**config.mk**
```make
export PLATFORM = sky130hd
export DESIGN_NAME = dtsp_sine_rom
export DESIGN_NICKNAME = d
export VERILOG_FILES = /design/src/rtl/dtsp_pkg.sv /design/src/rtl/dtsp_sine_rom.sv
export SDC_FILE = /design/constraint.sdc
export NUM_CORES = 1
export LEC_CHECK = 0
export BUFFER_PORTS_ARGS = -buffer_cell sky130_fd_sc_hd__buf_2
export CAP_MARGIN = 5
export CELL_PAD_IN_SITES_DETAIL_PLACEMENT = 0
export CELL_PAD_IN_SITES_GLOBAL_PLACEMENT = 1
export CORE_MARGIN = 2
export CORE_UTILIZATION = 42
export DETAILED_ROUTE_END_ITERATION = 10
export GPL_ROUTABILITY_DRIVEN = 0
export GPL_TIMING_DRIVEN = 0
export PLACE_DENSITY_LB_ADDON = 0.08
export SLEW_MARGIN = 25
export SYNTH_ARGS = -nofsm -noshare
export SYNTH_HDL_FRONTEND = slang
export SYNTH_SLANG_ARGS = --single-unit
```
**constraint.sdc**
```tcl
create_clock -name vclk -period 2.8
set_input_delay 0.56 -clock vclk [all_inputs]
set_output_delay 0.56 -clock vclk [all_outputs]
set_load 0.1 [all_outputs]
```
**src/rtl/dtsp_pkg.sv**
```systemverilog
`default_nettype none
package dtsp_pkg;

	localparam int unsigned BUFFER_DEPTH_DEF = 1024;
	localparam int unsigned TABLE_SIZE_DEF   = 256;
	localparam int unsigned PERIOD_W         = 20;
	localparam int unsigned TOTAL_W          = 32;

	localparam logic [7:0]          MIDPOINT          = 8'd128;
	localparam logic [PERIOD_W-1:0] TONE_PERIOD_RST   = 20'd8;
	localparam logic [PERIOD_W-1:0] STREAM_PERIOD_RST = 20'd125;

	localparam longint unsigned HALF_PI_Q30 = 64'd1686629713;
	localparam longint unsigned ONE_Q30     = 64'd1 << 30;

	typedef enum logic [1:0] {
		CMD_TICK  = 2'd0,
		CMD_PUSH  = 2'd1,
		CMD_START = 2'd2
	} cmd_t;

	typedef enum logic [1:0] {
		REG_PLAY_MODE      = 2'd0,
		REG_TONE_PERIOD    = 2'd1,
		REG_STREAM_PERIOD  = 2'd2,
		REG_OUTPUT_CHANNEL = 2'd3
	} reg_idx_t;

	typedef enum logic [1:0] {
		SRC_DIRECT = 2'd0,
		SRC_MEM    = 2'd1,
		SRC_HELD   = 2'd2
	} val_src_t;

	typedef struct packed {
		logic                play_mode;
		logic [PERIOD_W-1:0] tone_period;
		logic [PERIOD_W-1:0] stream_period;
		logic                output_channel;
	} cfg_t;

	typedef struct packed {
		logic               valid;
		logic [7:0]         value;
		val_src_t           src;
		logic               chan;
		logic               under;
		logic               empty;
		logic [TOTAL_W-1:0] total;
	} s1_t;

	// restoring shift-subtract quotient, used at elaboration only
	function automatic longint unsigned udiv64(input longint unsigned num,
		input longint unsigned den);
		longint unsigned quo;
		longint unsigned rem;
		quo = 64'd0;
		rem = 64'd0;
		for (int b = 63; b >= 0; b--) begin
			rem = {rem[62:0], num[b]};
			if (rem >= den) begin
				rem    = rem - den;
				quo[b] = 1'b1;
			end
		end
		return quo;
	endfunction

	// sin(pi/2 * r / t) in Q30, Taylor series, truncating arithmetic
	function automatic longint unsigned quarter_sine(input int unsigned r, input int unsigned t);
		longint unsigned x;
		longint unsigned x2;
		longint unsigned term;
		longint          sum;
		longint unsigned div;
		if (r == 0) begin
			return 64'd0;
		end
		if (r >= t) begin
			return ONE_Q30;
		end
		x    = udiv64(HALF_PI_Q30 * 64'(r), 64'(t));
		x2   = (x * x) >> 30;
		term = x;
		sum  = longint'(x);
		for (int n = 1; n <= 12; n++) begin
			div  = 64'((2 * n) * (2 * n + 1));
			term = udiv64((term * x2) >> 30, div);
			if ((n & 1) == 1) begin
				sum = sum - longint'(term);
			end else begin
				sum = sum + longint'(term);
			end
		end
		if (sum < 0) begin
			sum = 0;
		end
		if (sum > longint'(ONE_Q30)) begin
			sum = longint'(ONE_Q30);
		end
		return longint'(sum);
	endfunction

	// floor(127.5 * (1 + sin(2*pi*i/t))), evaluated at elaboration only
	function automatic logic [7:0] sine_entry(input int unsigned i, input int unsigned t);
		int unsigned     q;
		int unsigned     quad;
		int unsigned     r;
		int unsigned     f;
		longint unsigned s;
		longint unsigned v;
		q    = 4 * i;
		quad = 32'(udiv64(64'(q), 64'(t)));
		r    = q - quad * t;
		f    = quad[0] ? t - r : r;
		s    = quarter_sine(f, t);
		if (quad < 2) begin
			v = (64'd255 * ONE_Q30 + 64'd255 * s) >> 31;
		end else begin
			v = (64'd255 * ONE_Q30 - 64'd255 * s) >> 31;
		end
		return v[7:0];
	endfunction

endpackage
`default_nettype wire

```
**src/rtl/dtsp_sine_rom.sv**
```systemverilog
`default_nettype none
module dtsp_sine_rom
	import dtsp_pkg::*;
#(
	parameter int unsigned TABLE_SIZE = TABLE_SIZE_DEF,
	parameter int unsigned AW         = $clog2(TABLE_SIZE)
) (
	input  wire logic [AW-1:0] addr,
	output logic      [7:0]    data
);

	logic [7:0] rom [TABLE_SIZE];

	for (genvar g = 0; g < TABLE_SIZE; g++) begin : g_rom
		localparam logic [7:0] ENTRY = sine_entry(g, TABLE_SIZE);
		assign rom[g] = ENTRY;
	end

	assign data = rom[addr];

endmodule
`default_nettype wire

```
[Word-level counts from Yosys, hierarchy flattened]
Memory sizes are Yosys's and may differ from the RTL's.
Cells that the tools add are included.
W data, S select, Z words.
Cells by class
  magnitude comparators: 1
  multiplexer cells: 2
  bitwise logic cells: 1
Operators by type and width (count)
  $mux W8: 2
  $ge A9 B9 Y1 const B: 1
  $not A8 Y9: 1
Word-level totals
  flip-flop bits (word level): 0
  bits in read-only memories: 2048
  bits of input ports: 8
  output and inout port bits: 8
  word-level logic and storage cells: 5
  memories: 1
Memories
  (name not given): depth 256, width 8, rd ports 1, clocked after Yosys merged registers in 0, wr ports 0, line dtsp_sine_rom.sv:19  | assign data = rom[addr];

[Depth between registers and ports, before layout]
  word-level depth: 4
  mapped depth: 9
  mapped depth without buffers: 7

[Worst setup path after synthesis]
No wires, ideal clock.
  path kind: input-to-output
  start point: in addr[0]
  end point: out data[5]
  arrival time: 3748 ps
  required time: 2240 ps
  slack: -1508 ps
  stages: 7
  buffers on the path: 2
  path through: clkbuf_1 -> inv_1 -> ha_1 -> buf_2 -> a31o_2 -> a211oi_1 -> o31ai_1
On the way
  longest elaborated chain between the ends: 4
Ends and longest elaborated chain
  start, declared: line dtsp_sine_rom.sv:8  | input wire logic [AW-1:0] addr,
  $not A8 Y9 (implied by the code): line dtsp_sine_rom.sv:19
  $mem_v2 Z256 W8
  $mux W8 (implied by the code) (2 in a row): line dtsp_sine_rom.sv:19
  end, declared: line dtsp_sine_rom.sv:9  | output logic [7:0] data
No other way between the ends. The select of a mux whose other input is x is not followed.

[Worst setup path after layout]
  start point: in addr[1]
  end point: out data[3]
Same word-level chain as after synthesis.

==> results.txt <==
The synthesized-area fraction occupied by ao, oa, aoi and oai cells came out at 0.425. The DRC marker count from the first detailed-route iteration is 470. The post-synthesis share of cell area spent on and, or, nand and nor gates is 0.261.

After detailed routing, the number of remaining DRC violations is 0. The synthesized net count came out at 329. The max-cap violation count is 0. The overall die height came out at 73.9 um. The count of endpoints failing setup in the final report is 6. The final reports fail on setup timing. The first global-routing pass estimated 14900 um of wire. The first TritonRoute pass finished after 6 iterations. The arrival time reported for the critical path endpoint came out at 2.45 ns. Summing over every cut layer, the via total after detailed routing is 2876. By area, the combinational part of the netlist is dominated by compound AO/OA/AOI/OAI gates. The relative slew slack came out at 0.424. The post-detailed-route via-to-cell ratio is 7.03. The share of the Yosys chip area taken by registers is 0. The design area is 2750 um2. The number of nets in the layout came out at 363. The path class of the tightest hold or removal check is in2out. The number of flip-flops and latches came out at 0. STA classifies the critical path startpoint as a primary input. The number of hold violations in the final report came out at 0. The switching power is 402 uW. The static power due to leakage came out at 1.02 nW. The area of the core came out at 4720 um2. The count of mapped cells out of synthesis is 310. During placement, the flow inserted port buffers numbering 15. The post-detailed-route count of antenna-violating nets is 0. After routing, the total negative slack on setup checks comes to -0.866 ns. The placed wire-length estimate after detailed placement came out at 6660 um. Global routing finished with a remaining overflow of 0. The highest attainable clock frequency is 332 MHz. The total die area is 5460 um2. The data required time of the critical path is 2.24 ns. The number of cell rows came out at 25. The part of the power in combinational logic came out at 1.000. The share of cells above drive strength 1 is 0.330.

Of the total power, the clock network draws 0. The minimum clock period is 3.01 ns. Compared with the post-synthesis result, the final layout area differs by 34.0%.

Measured against the total synthesized area, the mux share comes to 0.119. The count of inserted antenna diode cells is 0. Synthesis instantiated 65 different standard cells from the library. The mean area per synthesized cell came out at 6.62 um2. The clock buffer count came out at 0. The warning count from the yosys run is 0.

The class of the most critical setup path is in2out. The number of antenna violations at the first check in global routing came out at 0. The initial cell density of the core came out at 0.434. The total of fill cells in the finished design came out at 459.

The design internal power is 246 uW. The overall routed net length is 9490 um. The register cell area after layout came out at 0 um2.

The worst setup path is captured at an output port. The worst hold margin is 1.80 ns. The max-slew violation count came out at 0.

The number of top-level pins came out at 16. For the pin with the worst max-slew slack, the measured transition is 0.864 ns. The number of global-route vias before repair came to 2703. The ratio of final minimum period to clock period came out at 1.08. The worst ir drop on vdd came out at 0.116 mV.

The largest net degree at the start of global routing is 12. The net switching share of the total power is 0.620. The average wire per standard cell is 23.2 um. The sequential share of power came out at 0. The share of the synthesized netlist area taken by xor and xnor gates came out at 0.00854. The hold buffer count at CTS is 0. Setup repair after global routing could not meet its margin everywhere. The instance area after placement came out at 2330 um2. The total power is 648 uW. The flow ran to the end, but the final reports show violations. The synthesized area came out at 2050 um2. The power density of the placed cells is 236 nW/um2. The die span in x came out at 73.9 um.

The synthesized-area fraction occupied by adder cells is 0.0671. The global router's overall resource usage came out at 0.361. The maximum fanout along the worst path is 5. The worst setup margin came out at -0.212 ns. In the final layout, the multi-input gates occupy 2000 um2.
## Yosys cell counts, types with 3 or more instances
master                     count  area [um2]
sky130_fd_sc_hd__nor2_1       19        71.3
sky130_fd_sc_hd__nand2_1      29         109
sky130_fd_sc_hd__mux2i_1       6        60.1
sky130_fd_sc_hd__nand2b_1     18         113
sky130_fd_sc_hd__nor3_1        8        40.0
sky130_fd_sc_hd__nand4_1       3        18.8
sky130_fd_sc_hd__o221ai_1      5        43.8
sky130_fd_sc_hd__buf_2        22         110
sky130_fd_sc_hd__a211oi_1     10        75.1
sky130_fd_sc_hd__a31oi_1      11        68.8
sky130_fd_sc_hd__nor3b_1       4        30.0
sky130_fd_sc_hd__o211ai_1      8        60.1
sky130_fd_sc_hd__a21oi_1      22         110
sky130_fd_sc_hd__clkbuf_1     10        37.5
sky130_fd_sc_hd__o21ai_0      25         125
sky130_fd_sc_hd__ha_1         11         138
sky130_fd_sc_hd__nand3_1       4        20.0
sky130_fd_sc_hd__o31ai_1       4        30.0
sky130_fd_sc_hd__inv_1        11        41.3
sky130_fd_sc_hd__a311oi_1      5        43.8
sky130_fd_sc_hd__a211o_1       4        35.0
sky130_fd_sc_hd__or2_2         3        18.8
sky130_fd_sc_hd__buf_6         3        33.8
sky130_fd_sc_hd__nor2b_1       7        43.8
sky130_fd_sc_hd__mux4_2        7         158
sky130_fd_sc_hd__a22oi_1       3        22.5
## cells in the final DEF (no fill, tap or decap), types with 5 or more instances in the layout
cell type / netlist / layout
sky130_fd_sc_hd__buf_2: 22 / 21
sky130_fd_sc_hd__buf_8: 0 / 5
sky130_fd_sc_hd__o21ai_0: 25 / 23
sky130_fd_sc_hd__nor3_1: 8 / 7
sky130_fd_sc_hd__a211oi_1: 10 / 8
sky130_fd_sc_hd__buf_4: 2 / 19
sky130_fd_sc_hd__nand2_1: 29 / 29
sky130_fd_sc_hd__clkbuf_1: 10 / 5
sky130_fd_sc_hd__a31oi_1: 11 / 11
sky130_fd_sc_hd__nor2_1: 19 / 16
sky130_fd_sc_hd__nor2b_1: 7 / 7
sky130_fd_sc_hd__mux4_2: 7 / 7
sky130_fd_sc_hd__mux2i_1: 6 / 6
sky130_fd_sc_hd__buf_6: 3 / 5
sky130_fd_sc_hd__o211ai_1: 8 / 8
sky130_fd_sc_hd__ha_1: 11 / 6
sky130_fd_sc_hd__a21oi_1: 22 / 20
sky130_fd_sc_hd__buf_12: 0 / 6
sky130_fd_sc_hd__nand2b_1: 18 / 18
sky130_fd_sc_hd__inv_1: 11 / 7
## per-layer routing
metal  share of wire  wire, um  global-route usage
met5               0         0                   0
met4           0.069       653               0.206
met3            0.12      1160              0.0658
met2            0.42      3960               0.530
met1            0.39      3710               0.491
## metrics by stage
stage	util	setup slack, ns	instances
3_5_place_dp	0.494	-1.00	392
3_3_place_gp	0.494	-1.02	392
4_1_cts	0.567	-0.204	405
5_1_grt	0.582	-0.260	409
2_1_floorplan	-	-0.446	310
6_report	0.582	-0.212	409
## cell families (layout without fill, tap and decap cells)
family / count (synthesis) / in the layout
xor gates and xnor gates: 2 / 2
AOI/OAI and AO/OA: 127 / 127
adders and majority gates: 11 / 11
buffers and inverters: 50 / 82
muxes: 15 / 15
and+or+nand+nor: 105 / 105
## final timing paths
| kind | from | to | cells after the start |
|---|---|---|---|
| hold / removal | addr[5] | data[0] | 5 |
| setup / recovery | addr[1] | data[3] | 9 |
## power groups by stage
stage,Sequential (mW),Combinational (mW),Clock (mW)
2_1_floorplan,0,0.405,0
3_3_place_gp,0,0.528,0
3_5_place_dp,0,0.524,0
4_1_cts,0,0.614,0
5_1_grt,0,0.675,0
6_report,0,0.648,0
## area by class of cell
type / count / share of cell area
inverter: 12 / 0.0246
buffer: 37 / 0.0952
tap: 67 / 0.0305
multi-input combinational: 260 / 0.730
timing repair buffer: 33 / 0.120
## critical path, stage by stage
cell and delay (ns):
sky130_fd_sc_hd__buf_12 0.08, sky130_fd_sc_hd__clkinvlp_4 0.14, sky130_fd_sc_hd__ha_4 0.37, sky130_fd_sc_hd__inv_4 0.06, sky130_fd_sc_hd__mux4_2 0.44, sky130_fd_sc_hd__mux2i_1 0.18, sky130_fd_sc_hd__a211oi_1 0.10, sky130_fd_sc_hd__a311o_2 0.34
sky130_fd_sc_hd__buf_12 0.17
## repair_timing
action	in CTS	in global routing
endpoints found under the setup margin	7	7
gates resized for setup	66	13
pin swaps	11	8
setup buffers	14	4
Power figures use the tool's default switching activity.
