**src/rtl/dtsp_pkg.sv**
```systemverilog
`default_nettype none
package dtsp_pkg;

	localparam int unsigned BUFFER_DEPTH_DEF = 1024;
	localparam int unsigned TABLE_SIZE_DEF   = 256;
	localparam int unsigned PERIOD_W         = 20;
	localparam int unsigned TOTAL_W          = 32;

	localparam logic [7:0]          MIDPOINT          = 8'd128;
	localparam logic [PERIOD_W-1:0] TONE_PERIOD_RST   = 20'd8;
	localparam logic [PERIOD_W-1:0] STREAM_PERIOD_RST = 20'd125;

	localparam longint unsigned HALF_PI_Q30 = 64'd1686629713;
	localparam longint unsigned ONE_Q30     = 64'd1 << 30;

	typedef enum logic [1:0] {
		CMD_TICK  = 2'd0,
		CMD_PUSH  = 2'd1,
		CMD_START = 2'd2
	} cmd_t;

	typedef enum logic [1:0] {
		REG_PLAY_MODE      = 2'd0,
		REG_TONE_PERIOD    = 2'd1,
		REG_STREAM_PERIOD  = 2'd2,
		REG_OUTPUT_CHANNEL = 2'd3
	} reg_idx_t;

	typedef enum logic [1:0] {
		SRC_DIRECT = 2'd0,
		SRC_MEM    = 2'd1,
		SRC_HELD   = 2'd2
	} val_src_t;

	typedef struct packed {
		logic                play_mode;
		logic [PERIOD_W-1:0] tone_period;
		logic [PERIOD_W-1:0] stream_period;
		logic                output_channel;
	} cfg_t;

	typedef struct packed {
		logic               valid;
		logic [7:0]         value;
		val_src_t           src;
		logic               chan;
		logic               under;
		logic               empty;
		logic [TOTAL_W-1:0] total;
	} s1_t;

	// restoring shift-subtract quotient, used at elaboration only
	function automatic longint unsigned udiv64(input longint unsigned num,
		input longint unsigned den);
		longint unsigned quo;
		longint unsigned rem;
		quo = 64'd0;
		rem = 64'd0;
		for (int b = 63; b >= 0; b--) begin
			rem = {rem[62:0], num[b]};
			if (rem >= den) begin
				rem    = rem - den;
				quo[b] = 1'b1;
			end
		end
		return quo;
	endfunction

	// sin(pi/2 * r / t) in Q30, Taylor series, truncating arithmetic
	function automatic longint unsigned quarter_sine(input int unsigned r, input int unsigned t);
		longint unsigned x;
		longint unsigned x2;
		longint unsigned term;
		longint          sum;
		longint unsigned div;
		if (r == 0) begin
			return 64'd0;
		end
		if (r >= t) begin
			return ONE_Q30;
		end
		x    = udiv64(HALF_PI_Q30 * 64'(r), 64'(t));
		x2   = (x * x) >> 30;
		term = x;
		sum  = longint'(x);
		for (int n = 1; n <= 12; n++) begin
			div  = 64'((2 * n) * (2 * n + 1));
			term = udiv64((term * x2) >> 30, div);
			if ((n & 1) == 1) begin
				sum = sum - longint'(term);
			end else begin
				sum = sum + longint'(term);
			end
		end
		if (sum < 0) begin
			sum = 0;
		end
		if (sum > longint'(ONE_Q30)) begin
			sum = longint'(ONE_Q30);
		end
		return longint'(sum);
	endfunction

	// floor(127.5 * (1 + sin(2*pi*i/t))), evaluated at elaboration only
	function automatic logic [7:0] sine_entry(input int unsigned i, input int unsigned t);
		int unsigned     q;
		int unsigned     quad;
		int unsigned     r;
		int unsigned     f;
		longint unsigned s;
		longint unsigned v;
		q    = 4 * i;
		quad = 32'(udiv64(64'(q), 64'(t)));
		r    = q - quad * t;
		f    = quad[0] ? t - r : r;
		s    = quarter_sine(f, t);
		if (quad < 2) begin
			v = (64'd255 * ONE_Q30 + 64'd255 * s) >> 31;
		end else begin
			v = (64'd255 * ONE_Q30 - 64'd255 * s) >> 31;
		end
		return v[7:0];
	endfunction

endpackage
`default_nettype wire

```
**src/rtl/dtsp_ctrl.sv**
```systemverilog
`default_nettype none
module dtsp_ctrl
	import dtsp_pkg::*;
#(
	parameter int unsigned BUFFER_DEPTH = BUFFER_DEPTH_DEF,
	parameter int unsigned TABLE_SIZE   = TABLE_SIZE_DEF,
	parameter int unsigned BAW          = $clog2(BUFFER_DEPTH),
	parameter int unsigned TAW          = $clog2(TABLE_SIZE)
) (
	input  wire logic           clk,
	input  wire logic           arst_n,
	input  wire cfg_t           cfg,
	input  wire logic           acc,
	input  wire logic [1:0]     cmd,
	input  wire logic           adv,
	output logic      [TAW-1:0] rom_addr,
	input  wire logic [7:0]     rom_data,
	output logic                mem_we,
	output logic      [BAW-1:0] mem_waddr,
	output logic                mem_re,
	output logic      [BAW-1:0] mem_raddr,
	output s1_t                 s1
);

	logic [BAW-1:0]      rp_q, wp_q, rp_inc, wp_inc;
	logic [TAW-1:0]      tp_q, tp_inc;
	logic [PERIOD_W-1:0] tick_q, tick_inc, period;
	logic [TOTAL_W-1:0]  total_q;
	logic                started_q;
	logic                fire;
	logic                buf_nonempty;
	logic                emit;
	s1_t                 s1_d;

	assign rp_inc   = (rp_q == BAW'(BUFFER_DEPTH - 1)) ? '0 : rp_q + 1'b1;
	assign wp_inc   = (wp_q == BAW'(BUFFER_DEPTH - 1)) ? '0 : wp_q + 1'b1;
	assign tp_inc   = (tp_q == TAW'(TABLE_SIZE - 1)) ? '0 : tp_q + 1'b1;
	assign tick_inc = tick_q + 1'b1;

	always_comb begin
		period = cfg.play_mode ? cfg.stream_period : cfg.tone_period;
		if (period == '0) begin
			period = PERIOD_W'(1);
		end
	end

	assign fire         = started_q && (tick_inc >= period);
	assign buf_nonempty = (rp_q != wp_q);
	assign rom_addr     = tp_q;
	assign mem_waddr    = wp_q;
	assign mem_raddr    = rp_q;
	assign mem_we       = acc && (cmd == CMD_PUSH) && started_q && cfg.play_mode;
	assign mem_re       = acc && (cmd == CMD_TICK) && fire && cfg.play_mode && buf_nonempty;
	assign emit         = acc && ((cmd == CMD_START) || ((cmd == CMD_TICK) && fire));

	// result payload, loaded with the issuing transaction
	always_comb begin
		s1_d.valid = emit;
		s1_d.chan  = cfg.output_channel;
		s1_d.under = 1'b0;
		s1_d.total = total_q;
		s1_d.src   = SRC_DIRECT;
		s1_d.value = MIDPOINT;
		s1_d.empty = cfg.play_mode;
		if (cmd == CMD_TICK) begin
			if (!cfg.play_mode) begin
				s1_d.value = rom_data;
				s1_d.empty = 1'b0;
			end else if (buf_nonempty) begin
				s1_d.src   = SRC_MEM;
				s1_d.empty = (rp_inc == wp_q);
			end else begin
				s1_d.src   = SRC_HELD;
				s1_d.under = 1'b1;
				s1_d.empty = 1'b1;
				s1_d.total = total_q + 1'b1;
			end
		end
	end

	always_ff @(posedge clk or negedge arst_n) begin
		if (!arst_n) begin
			rp_q      <= '0;
			wp_q      <= '0;
			tp_q      <= '0;
			tick_q    <= '0;
			total_q   <= '0;
			started_q <= 1'b0;
			s1        <= '0;
		end else begin
			if (acc || adv) begin
				s1 <= s1_d;
			end
			if (acc) begin
				case (cmd)
					CMD_START: begin
						rp_q      <= '0;
						wp_q      <= '0;
						tp_q      <= '0;
						tick_q    <= '0;
						started_q <= 1'b1;
					end
					CMD_PUSH: begin
						if (mem_we) begin
							wp_q <= wp_inc;
						end
					end
					CMD_TICK: begin
						if (started_q) begin
							if (!fire) begin
								tick_q <= tick_inc;
							end else begin
								tick_q <= '0;
								if (!cfg.play_mode) begin
									tp_q <= tp_inc;
								end else if (buf_nonempty) begin
									rp_q <= rp_inc;
								end else begin
									total_q <= total_q + 1'b1;
								end
							end
						end
					end
					default: begin
					end
				endcase
			end
		end
	end

endmodule
`default_nettype wire

```
**config.mk**
```make
export PLATFORM = sky130hd
export DESIGN_NAME = dtsp_ctrl
export DESIGN_NICKNAME = d
export VERILOG_FILES = /design/src/rtl/dtsp_pkg.sv /design/src/rtl/dtsp_ctrl.sv
export SDC_FILE = /design/constraint.sdc
export NUM_CORES = 1
export LEC_CHECK = 0
export BUFFER_PORTS_ARGS = -buffer_cell sky130_fd_sc_hd__buf_2
export CAP_MARGIN = 0
export CORE_ASPECT_RATIO = 0.8
export CORE_MARGIN = 5
export CORE_UTILIZATION = 35
export CTS_CLUSTER_SIZE = 30
export DETAILED_ROUTE_END_ITERATION = 10
export PLACE_DENSITY = 0.52
export RECOVER_POWER = 50
export REMOVE_ABC_BUFFERS = 1
export SKIP_CTS_REPAIR_TIMING = 1
export SLEW_MARGIN = 40
export SYNTH_ARGS = -nofsm -noshare
export SYNTH_HDL_FRONTEND = slang
export SYNTH_SLANG_ARGS = --single-unit
```
**constraint.sdc**
```tcl
create_clock -name clk -period 4.1 [get_ports clk]
set_input_delay 0.82 -clock clk [delete_from_list [all_inputs] [get_ports clk]]
set_output_delay 0.82 -clock clk [all_outputs]
set_load 0.02 [all_outputs]
```
After elaboration in Yosys (flattened, before gate mapping)
Index checks and enable logic that the tools add are counted.

Flip-flop bits (word level): 127. Bits in latches: 0. RAM bits: 0. ROM bits: 0. Input port bits: 56. Word-level logic and storage cells: 84. Memories kept: 0.

Add/subtract/negate cells: 5. Multipliers: 0. Div/mod/pow operators: 0. $lt $le $gt $ge: 1. Eq/ne operators: 13. Shift-type cells: 0. Muxes and demuxes: 30. Bitwise gates (word level): 0. Reductions and logical operators: 22.

Operators with widths (number): $mux 10 (8); $mux 20 (4); $mux 32 (2); $mux 8 (5); $pmux 10 s2 (2); $pmux 20 s2 (1); $mux 34 (1); $add 32x1->32 const B (1); $add 10x1->10 const B (2); $add 20x1->20 const B (1); $eq 10x10->1 const B (2); $ge 20x20->1 (1); $logic_not 20->1 (1); $pmux 8 s2 (1); $ne 2x2->1 const B (6); $eq 10x10->1 (1); $logic_and 1x1->1 (10); $ne 10x10->1 (1); $add 8x1->8 const B (1); $eq 8x8->1 const B (1); $reduce_and 3->1 (2); $reduce_and 6->1 (1); $reduce_and 5->1 (1); $mux 1 (4); 8 further kinds (11).

Logic depth before layout (Yosys ltp)
Gate-level depths: netlist of run 1.

Depth after elaboration: 8. Depth in mapped cells: 16. Gate-level depth less buffers: 14.

Least setup slack after synthesis of run 1
Ideal clock, no wire load.

Kind: input to output. Start: in cfg[41] in the netlist's numbering. End: out mem_re. Data arrival time: 3.449 ns. Slack: -0.169 ns. Stages on the path: 14. Buffers on the path: 3. Cells stage by stage: buf_2 > buf_1 > mux2i_1 > nand4_1 > nor4_1 > nand4_1 > nand2_1 > ha_1 > nor2b_1 > o21ai_0 > a21oi_1 > o31a_1 > a21oi_2 > buf_4.

Cells in the longest elaborated chain, start to end: 8.

RTL lines: from (decl) (RTL line dtsp_ctrl.sv:12) `input wire cfg_t cfg,`; $mux 20 (RTL line dtsp_ctrl.sv:41) `period = cfg.play_mode ? cfg.stream_period : cfg.tone_period;`; $logic_not 20->1 (RTL line dtsp_ctrl.sv:42) `if (period == '0) begin`; $mux 20 (RTL line dtsp_ctrl.sv:42); $ge 20x20->1 (RTL line dtsp_ctrl.sv:47) `assign fire = started_q && (tick_inc >= period);`; $logic_and 1x1->1 (RTL line dtsp_ctrl.sv:47); $logic_and 1x1->1 (RTL line dtsp_ctrl.sv:53) `assign mem_re = acc && (cmd == CMD_TICK) && fire && cfg.play_mode && buf_nonempty;`; $logic_and 1x1->1 * (2 in series) (RTL line dtsp_ctrl.sv:53); to (decl) (RTL line dtsp_ctrl.sv:20) `output logic mem_re,`.

Mark *: on every way between the ends. The rest lies on a longest branch, timed or not.

Worst setup path in the final report of run 1
Start: reg tick_q[1]. End: out mem_re.

Cells in the longest elaborated chain, start to end: 6.

RTL lines: from (decl) (RTL line dtsp_ctrl.sv:27) `logic [PERIOD_W-1:0] tick_q, tick_inc, period;`; from (signal assigned) (RTL line dtsp_ctrl.sv:111) `tick_q <= tick_inc;`; $add 20x1->20 (RTL line dtsp_ctrl.sv:38) `assign tick_inc = tick_q + 1'b1;`; $ge 20x20->1 (RTL line dtsp_ctrl.sv:47); $logic_and 1x1->1 (RTL line dtsp_ctrl.sv:47); $logic_and 1x1->1 (3 in series) (RTL line dtsp_ctrl.sv:53).

No other way between the ends.

==> results of run 1 <==
per-stage QoR:
step                hold WS [ns]  instances
finish                     0.474       1302
global route               0.499       1302
CTS                        0.462       1288
detailed placement         0.465       1256
global placement           0.457       1256
floorplan                  0.462        809
layer usage:
layer  share of wire (%)  routed length (um)  up-vias  GRT usage, %
met5               0.061                  13        -             0
met4                0.80                 172        2          4.02
met3                 4.6                 987       20          3.86
met2                  43                9190      171          25.4
met1                  52               11000     3185          25.9
li1                    -                   -     3358             -
area by class of cell:
cell class	instances	area [um^2]	area share, %
Sequential cell	126	3160	32.5
Timing Repair Buffer	186	1060	10.9
Clock inverter	14	203	2.08
Clock buffer	18	439	4.51
Tap cell	275	344	3.54
Multi-Input combinational cell	663	4450	45.7
Inverter	20	75.1	0.772
power by group through the flow:
stage / sequential, W / combinational (W) / clock (W)
after global placement: 0.00136 / 0.000426 / 0
after global routing: 0.00135 / 0.000491 / 0.00176
after floorplan: 0.00138 / 0.000206 / 0
after detailed placement: 0.00136 / 0.000431 / 0
after CTS: 0.00134 / 0.000431 / 0.00170
final: 0.00134 / 0.000441 / 0.00167
worst register-to-register path: cells and delay by family (launching register included):
kind,cells,cell delay (ns)
AOI/OAI and AO/OA,2,0.58
xor gates and xnor gates,1,0.09
adders and majority gates,2,0.44
buffers and inverters,3,0.54
DFF,1,0.43
and+or+nand+nor,7,1.36
placed cells by master (no fill, tap or decap), drive strengths merged, types with 24 or more instances in the layout:
cell type	count
clkbuf	55
buf	149
o21ai	70
nor3	28
inv	26
xnor2	65
xor2	35
mux2i	24
ha	25
dfrtp	126
nand3	41
nor2	70
a21oi	26
nand2	111
nand4	30
registers in the layout, summed over array words and instances, names as in the netlist:
name,flops
started_q,1
total_q,32
tick_q,20
mem_raddr,10
rom_addr,8
s1,45
mem_waddr,10
logic make-up after synthesis:
group           Yosys count
simple gates            351
flops                   126
xor+xnor                100
mux                      28
compound gates          159
fa+ha+maj                25
buf+inv                  66
worst max-delay path by stage:
stage / start / to / slack, ns / cells after the start
after global placement: cfg[41] / mem_re / 0.02 / 14
final: tick_q[1] / mem_re / 0.11 / 11
after detailed placement: cfg[41] / mem_re / -0.05 / 14
after floorplan: adv / s1[37] / 0.27 / 3
after CTS: tick_q[0] / mem_re / -0.28 / 11
after global routing: tick_q[0] / mem_re / -0.02 / 13
==> summary.txt, run 1 <==
net switching power figure: 0.000952 W
CP top delay family: simple AND/OR/NAND/NOR gates
CTS Root Cell: clkbuf_16
Total Power: 0.00345 W
Synth area leaders: dfrtp_1 41%, xnor2_1 7.4%, nand2_1 5.4%
total CTS buffers: 17
Final Max Tran Viols: 53
die area: 25,100 um^2
All-Layer GR Usage: 17.3%
worst min path class: reg2reg
clock skew: 0.0121 ns
portion of netlist area occupied by mux cells: 3.71%
Clock power frac: 48.3%
Critical Path AT: 3.17 ns
first-pass GRT wire length: 34.9 mm
CTS H-tree lvls: 4
TritonCTS clock tree: yes
max cap viols: 1
final setup fails: 0
Wirelength per Cell: 16.4 um
area share of the largest cell type after synthesis: 41.0%
sequential share of power: 39.0%
Fillers: 2,139
DRT Pass-1 Iters: 4
Comb power frac: 12.8%
DRC: 0
crit-path max FO: 5
Area Overhead vs Synth: 26.4%
Layout Utilization: 45.0%
final wirelength: 21.4 mm
area post-placement: 8830 um^2
Worst Hold End: s1[5]
asr flop ratio synth: 100%
reg2reg path depth: 15
simple-gate share of the synthesized area: 23.1%
Post-DP HPWL: 15.6 mm
row count: 48
port bufs: 131
Power Density: 355 nW/um^2
Worst Path Buf+Inv: 1
most frequent cell after synthesis: dfrtp_1
latest clock arrival within the worst-skew pair: 0.43 ns
cell mode on critical path: ha_4
synthesized flop and latch total: 126
cell-internal power: 0.00250 W
initial antenna violation count: 1
vias per cell: 5.17
Post-Synth Adder-Cell Area: 4.06%
Post-Synthesis Cell Area: 7700 um^2
routability cong.: 0.851
ys flop type: dfrtp_1
chip width: 176 um
Slew @ Worst Pin: 2.94 ns
Routed Antenna Nets: 0
pre-CTS WS: -0.0527 ns
Crit. End Element: output port
via count: 6,736
r2r startpoint: tick_q[1]
r2r setup slk: 0.54 ns
Avg Inst Size Synth: 9.00 um^2
max incr delay on CP: 0.43 ns
die height: 143 um
Synth area leader: dfrtp_1
R2R Path End: tick_q[13]
hold_sp: s1[5]
hold path cells: 2
post-layout minimum cycle time: 3.99 ns
failing checks: max-capacitance violations, max-slew violations
Peak VDD IR: 0.203 mV
largest net degree at the start of global routing: 53
Clk pin slew, worst setup/hold paths: 0.06 ns
synth warn: 0
status: complete, but fails checks
clk sink count: 126
critical path class: reg2out
layout cells sized above 1: 23.9%
f_max: 251 MHz
io pins: 132
final worst-path cycle share: 97.2%
Initial Util: 35.6%
Netlist cell types: 68
Worst EP required: 3.28 ns
GR Overflow Total: 0
CTS max path bufs: 2
total leakage power: 4.41 nW
largest family of logic cells by synthesized area: simple AND/OR/NAND/NOR gates
slowest CP cell: dfrtp_2
cells along the critical path: ha_4 > nand3_2 > or3_4 > nor2_4 > and4_4 > xor2_4 > ha_4 > nand4_1 > o31a_1 > a21oi_4 > buf_6
post-route setup TNS: 0 ns
final net count: 1,095
initial drt markers: 455
core region area: 21,600 um^2
post-route cell area: 9730 um^2
number of synthesized flops with an enable pin: 0
number of global-route vias before repair: 6,569
Final Hold Fails: 0
n_diodes: 0
PnR worst setup slack: 0.113 ns
Synth Area in XOR/XNOR: 11.4%
Synth Area in Compound Gates: 13.0%
Startpoint Class: flip-flop
switching share of total power: 27.6%
Synth Instances: 855
Worst slew margin: -95.9%
register area share after synthesis: 41.0%
Synth top cells by count: 126 x dfrtp_1, 110 x nand2_1, 65 x o21ai_0, 65 x xnor2_1, 64 x nor2_1
Power figures use the tool's default switching activity.
==> run 2, diff against run 1 <==
PLACE_DENSITY = unset   (was 0.52)
PLACE_DENSITY_LB_ADDON = 0.2   (was unset)
==> run 2 against run 1 <==
  * Design area down 1.5%
  * Cell count shrank 0.61%
  * Power decreased by 5.9%
  * The flow still finishes with violations (max-capacitance violations, max-slew violations)
  * Non-clock buffer count fell by 8
==> summary.txt, run 2 (same netlist as run 1, synthesis figures left out) <==
Slew @ Worst Pin: 1.70 ns (-1.24 ns)
TritonCTS clock tree: yes
first-pass GRT wire length: 35.1 mm (+0.37%)
pre-CTS WS: 0.0652 ns (+0.118 ns)
vias per cell: 5.19 (+0.27%)
CTS Root Cell: clkbuf_16
Area Overhead vs Synth: 24.5%
PnR worst setup slack: 0.102 ns (-0.0107 ns)
total CTS buffers: 17 (unchanged)
Initial Util: 35.6% (unchanged)
worst min path class: reg2reg
All-Layer GR Usage: 17.4% (+0.10 points)
Critical Path AT: 3.18 ns (about the same)
Power Density: 339 nW/um^2 (-4.4%)
Largest regs: s1 (45), total_q (32), tick_q (20)
port bufs: 131 (unchanged)
initial antenna violation count: 1 (unchanged)
GR Overflow Total: 0 (unchanged)
Post-DP HPWL: 15.7 mm (+0.83%)
post-layout minimum cycle time: 4.00 ns (+0.0107 ns)
Fillers: 2,172 (+1.5%)
final worst-path cycle share: 97.5% (+0.26 points)
failing checks: max-capacitance violations, max-slew violations
chip width: 176 um (unchanged)
crit-path max FO: 4 (-1)
Wirelength per Cell: 16.7 um (+1.4%)
final wirelength: 21.6 mm (+0.80%)
total leakage power: 4.31 nW (-2.3%)
area post-placement: 8790 um^2 (-0.44%)
CTS H-tree lvls: 4 (unchanged)
latest clock arrival within the worst-skew pair: 0.43 ns (about the same)
Startpoint Class: flip-flop
final net count: 1,087 (-0.73%)
io pins: 132 (unchanged)
Top reg by flops: s1
layout cells sized above 1: 24.8% (+0.97 points)
core region area: 21,600 um^2 (unchanged)
Final Hold Fails: 0 (unchanged)
Post-Place Cells: 1,252 (-0.32%)
max cap viols: 1 (unchanged)
cells along the critical path: ha_4 > nand3_2 > or3_4 > nor2_1 > and4_1 > xor2_2 > ha_1 > nand2_1 > nor2_1 > a211oi_2 > o31a_1 > a21oi_4 > buf_6
row count: 48 (unchanged)
Routed Antenna Nets: 0 (unchanged)
status: complete, but fails checks
Peak VDD IR: 0.272 mV (+34%)
post-route cell area: 9580 um^2 (-1.5%)
cell mode on critical path: nor2_1
clk sink count: 126 (unchanged)
number of global-route vias before repair: 6,492 (-1.2%)
routability cong.: 0.828 (-2.7%)
commonest non-fill, non-tap cell in the layout: dfrtp_1
Worst EP required: 3.28 ns (about the same)
Clk pin slew, worst setup/hold paths: 0.06 ns (about the same)
clock skew: 0.0114 ns (-0.000715 ns)
critical path class: reg2out
n_diodes: 0 (unchanged)
die area: 25,100 um^2 (unchanged)
Finished Layout Cells: 1,294 (-0.61%)
DRC: 0 (unchanged)
CTS max path bufs: 2 (unchanged)
slowest CP cell: dfrtp_1
die height: 143 um (unchanged)
Largest register FFs: 45 (unchanged)
Crit. End Element: output port
via count: 6,713 (-0.34%)
largest net degree at the start of global routing: 67 (+26%)
f_max: 250 MHz (-0.27%)
final setup fails: 0 (unchanged)
most frequent cells in the layout: 120 x dfrtp_1, 105 x nand2_1, 105 x buf_2
Total Power: 0.00325 W (-5.9%)
Final Max Tran Viols: 67 (+26%)
Layout Utilization: 44.3% (-0.67 points)
initial drt markers: 435 (-4.4%)
Worst slew margin: -13.3% (+83 points)
max incr delay on CP: 0.43 ns (about the same)
DRT Pass-1 Iters: 5 (+1)
-- run 2: cell types whose count changed in the layout (fill, tap and decap cells not counted), moves of 3 or more --
cell,previous run,this run
mux2i_1,24,17
dfrtp_1,123,120
buf_4,48,40
xor2_2,1,4
buf_2,96,105
mux2i_2,0,7
clkinvlp_4,0,4
bufinv_16,4,1
clkbuf_1,34,31
dfrtp_2,3,6
-- run 2: area by class of cell --
type | instances | area (um^2) | share of cell area (%)
clock buffer | 18 | 429 | 4.48
clock inverter | 14 | 134 | 1.40
inverter | 20 | 75.1 | 0.783
multi-input combinational | 663 | 4470 | 46.6
sequential | 126 | 3160 | 33.0
tap | 275 | 344 | 3.59
timing repair buffer | 178 | 975 | 10.2
-- run 2: per-layer routing --
metal | vias to the layer above | wire, um | GRT usage, %
met5 | - | 13 | 0
met2 | 187 | 9230 | 25.2
met1 | 3189 | 11000 | 26.2
met3 | 14 | 1170 | 3.94
met4 | 2 | 134 | 4.14
li1 | 3321 | - | -
-- run 2: metrics by stage --
step,setup TNS [ns],hold WS (ns)
floorplan,0,0.462
global placement,0,0.457
detailed placement,0,0.465
CTS,-0.270,0.414
global route,-0.0634,0.508
finish,0,0.473
-- run 2: worst paths after layout --
check	from	end	slack (ns)	cells after the start
max in group asynchronous	arst_n	s1[15]	1.20	2
min in group asynchronous	arst_n	s1[13]	0.82	1
setup / recovery	tick_q[1]	mem_re	0.10	13
hold reg to reg	s1[14]	s1[14]	0.47	2
hold / removal	s1[14]	s1[14]	0.47	2
setup reg to reg	tick_q[1]	tick_q[14]	0.43	17
-- run 2: critical path: cells and delay by family (launching register included) --
kind / cells / cell delay (ns)
XOR/XNOR: 1 / 0.19
buffers and inverters: 1 / 0.14
adder cells (fa/ha/maj): 2 / 0.45
AO/OA/AOI/OAI: 3 / 0.55
AND/OR/NAND/NOR: 6 / 0.98
flip-flops: 1 / 0.43
-- run 2: report_power, final --
| part | switching, W | internal (W) |
|---|---|---|
| Clock | 0.000621 | 0.000843 |
| Sequential | 0.0000653 | 0.00128 |
| Combinational | 0.000269 | 0.000172 |
| Total | 0.000956 | 0.00229 |
==> run 3, diff against run 2 <==
--- a/constraint.sdc
+++ b/constraint.sdc
@@ -3,2 +3,2 @@
 set_output_delay 0.82 -clock clk [all_outputs]
-set_load 0.02 [all_outputs]
+set_load 0.01 [all_outputs]
==> run 3 against run 2 <==
  * The flow still finishes with violations (max-capacitance violations, max-slew violations)
  * Fmax about the same
  * Sequential power about the same
  * Die area unchanged
  * Clock skew up 0.0012 ns
  * Power up 1.1%
  * Combinational power up 0.9%
==> summary.txt, run 3 (same netlist as run 1, synthesis figures left out) <==
max cap viols: 1 (unchanged)
largest net degree at the start of global routing: 69 (+3.0%)
GR Overflow Total: 0 (unchanged)
layout cells sized above 1: 25.7% (+0.86 points)
DRC: 0 (unchanged)
failing checks: max-capacitance violations, max-slew violations
clock skew: 0.0126 ns (+0.00122 ns)
commonest non-fill, non-tap cell in the layout: dfrtp_1
port bufs: 131 (unchanged)
io pins: 132 (unchanged)
Crit. End Element: output port
Max Used Layer: met5
pre-CTS WS: 0.0529 ns (-0.0124 ns)
PnR worst setup slack: 0.104 ns (+0.00182 ns)
DRT Pass-1 Iters: 5 (unchanged)
Post-DP HPWL: 15.6 mm (-0.85%)
chip width: 176 um (unchanged)
Routed Antenna Nets: 0 (unchanged)
CTS H-tree lvls: 4 (unchanged)
area post-placement: 8780 um^2 (-0.17%)
post-route setup TNS: 0 ns (unchanged)
final setup fails: 0 (unchanged)
Final Hold Fails: 0 (unchanged)
number of global-route vias before repair: 6,478 (-0.22%)
Finished Layout Cells: 1,299 (+0.39%)
crit-path max FO: 4 (unchanged)
Fillers: 2,140 (-1.5%)
vias per cell: 5.19 (+0.10%)
critical path class: reg2out
CTS Root Cell: clkbuf_16
most frequent cells in the layout: 122 x dfrtp_1, 104 x nand2_1, 104 x buf_2
routability cong.: 0.819 (-1.1%)
die height: 143 um (unchanged)
core region area: 21,600 um^2 (unchanged)
CTS max path bufs: 2 (unchanged)
f_max: 250 MHz (about the same)
Worst EP required: 3.28 ns (about the same)
final net count: 1,092 (+0.46%)
Worst slew margin: -20.0% (-6.7 points)
total leakage power: 4.35 nW (+1.0%)
Largest register FFs: 45 (unchanged)
n_diodes: 0 (unchanged)
Wirelength per Cell: 16.7 um (+0.41%)
multi-input logic area: 4570 um^2 (+2.2%)
Total Power: 0.00328 W (+1.1%)
Slew @ Worst Pin: 1.80 ns (+0.101 ns)
final worst-path cycle share: 97.5% (about the same)
worst min path class: reg2reg
initial antenna violation count: 1 (unchanged)
Power Density: 336 nW/um^2 (-0.82%)
Top reg by flops: s1
Clk pin slew, worst setup/hold paths: 0.06 ns (about the same)
die area: 25,100 um^2 (unchanged)
total CTS buffers: 17 (unchanged)
register area: 3160 um^2 (about the same)
clk sink count: 126 (unchanged)
Peak VDD IR: 0.219 mV (-20%)
first-pass GRT wire length: 35.2 mm (+0.24%)
final wirelength: 21.7 mm (+0.80%)
latest clock arrival within the worst-skew pair: 0.43 ns (about the same)
Largest regs: s1 (45), total_q (32), tick_q (20)
wire length on met3: 1.14 mm (-2.6%)
via count: 6,746 (+0.49%)
Critical Path AT: 3.18 ns (about the same)
Initial Util: 35.6% (unchanged)
row count: 48 (unchanged)
post-route cell area: 9770 um^2 (+1.9%)
Area Overhead vs Synth: 26.9%
TritonCTS clock tree: yes
status: complete, but fails checks
met1 WL: 11.2 mm (+2.1%)
initial drt markers: 340 (-22%)
post-layout minimum cycle time: 4.00 ns (-0.00182 ns)
Startpoint Class: flip-flop
met2 wire length: 9.12 mm (-1.1%)
Post-Place Cells: 1,250 (-0.16%)
Final Max Tran Viols: 69 (+3.0%)
All-Layer GR Usage: 17.4% (+0.023 points)
run 3: metrics by stage:
stage               hold slack (ns)  utilization (%)
detailed placement            0.465             40.6
floorplan                     0.462                -
global route                  0.506             45.2
global placement              0.456             40.6
CTS                           0.413             43.3
finish                        0.472             45.2
run 3: routing by layer:
layer | up-vias | GRT usage, %
met5 | - | 0
met2 | 160 | 24.9
met4 | 2 | 4.39
met3 | 14 | 4.26
met1 | 3213 | 26.2
li1 | 3357 | -
run 3: layout make-up:
| type | count | area share, % |
|---|---|---|
| multi-input cells | 663 | 46.7 |
| well taps | 275 | 3.52 |
| flip-flops and latches | 126 | 32.3 |
| repair buffers | 183 | 10.7 |
| clock buffers | 20 | 4.57 |
| inverters | 20 | 0.768 |
| clock inverters | 12 | 1.37 |
run 3: critical path, cell delays in order (launching register included):
cell	delay (ns)
dfrtp_1	0.42
nand2_2	0.09
or3_4	0.45
nor2_2	0.13
nand2_2	0.12
nor2_4	0.17
xor2_2	0.23
ha_4	0.17
nand2_2	0.06
nor2_4	0.13
nand2_2	0.08
o31a_1	0.34
a21oi_2	0.18
buf_2	0.16
run 3: worst paths after layout:
path / startpoint / end / slack [ns] / cells past startpoint
worst max-delay path: tick_q[1] / mem_re / 0.10 / 13
worst min-delay path: s1[31] / s1[31] / 0.47 / 2
worst max register to register: tick_q[1] / tick_q[14] / 0.55 / 16
worst min register to register: s1[31] / s1[31] / 0.47 / 2
max in group asynchronous: arst_n / total_q[20] / 1.11 / 2
min in group asynchronous: arst_n / mem_waddr[3] / 0.86 / 1
run 3: where the power goes:
group / internal, W / switching (W) / leakage [nW]
clock: 0.000914 / 0.000583 / 0.281
sequential: 0.00128 / 0.0000632 / 1.73
combinational: 0.000189 / 0.000256 / 2.34
total: 0.00238 / 0.000902 / 4.35
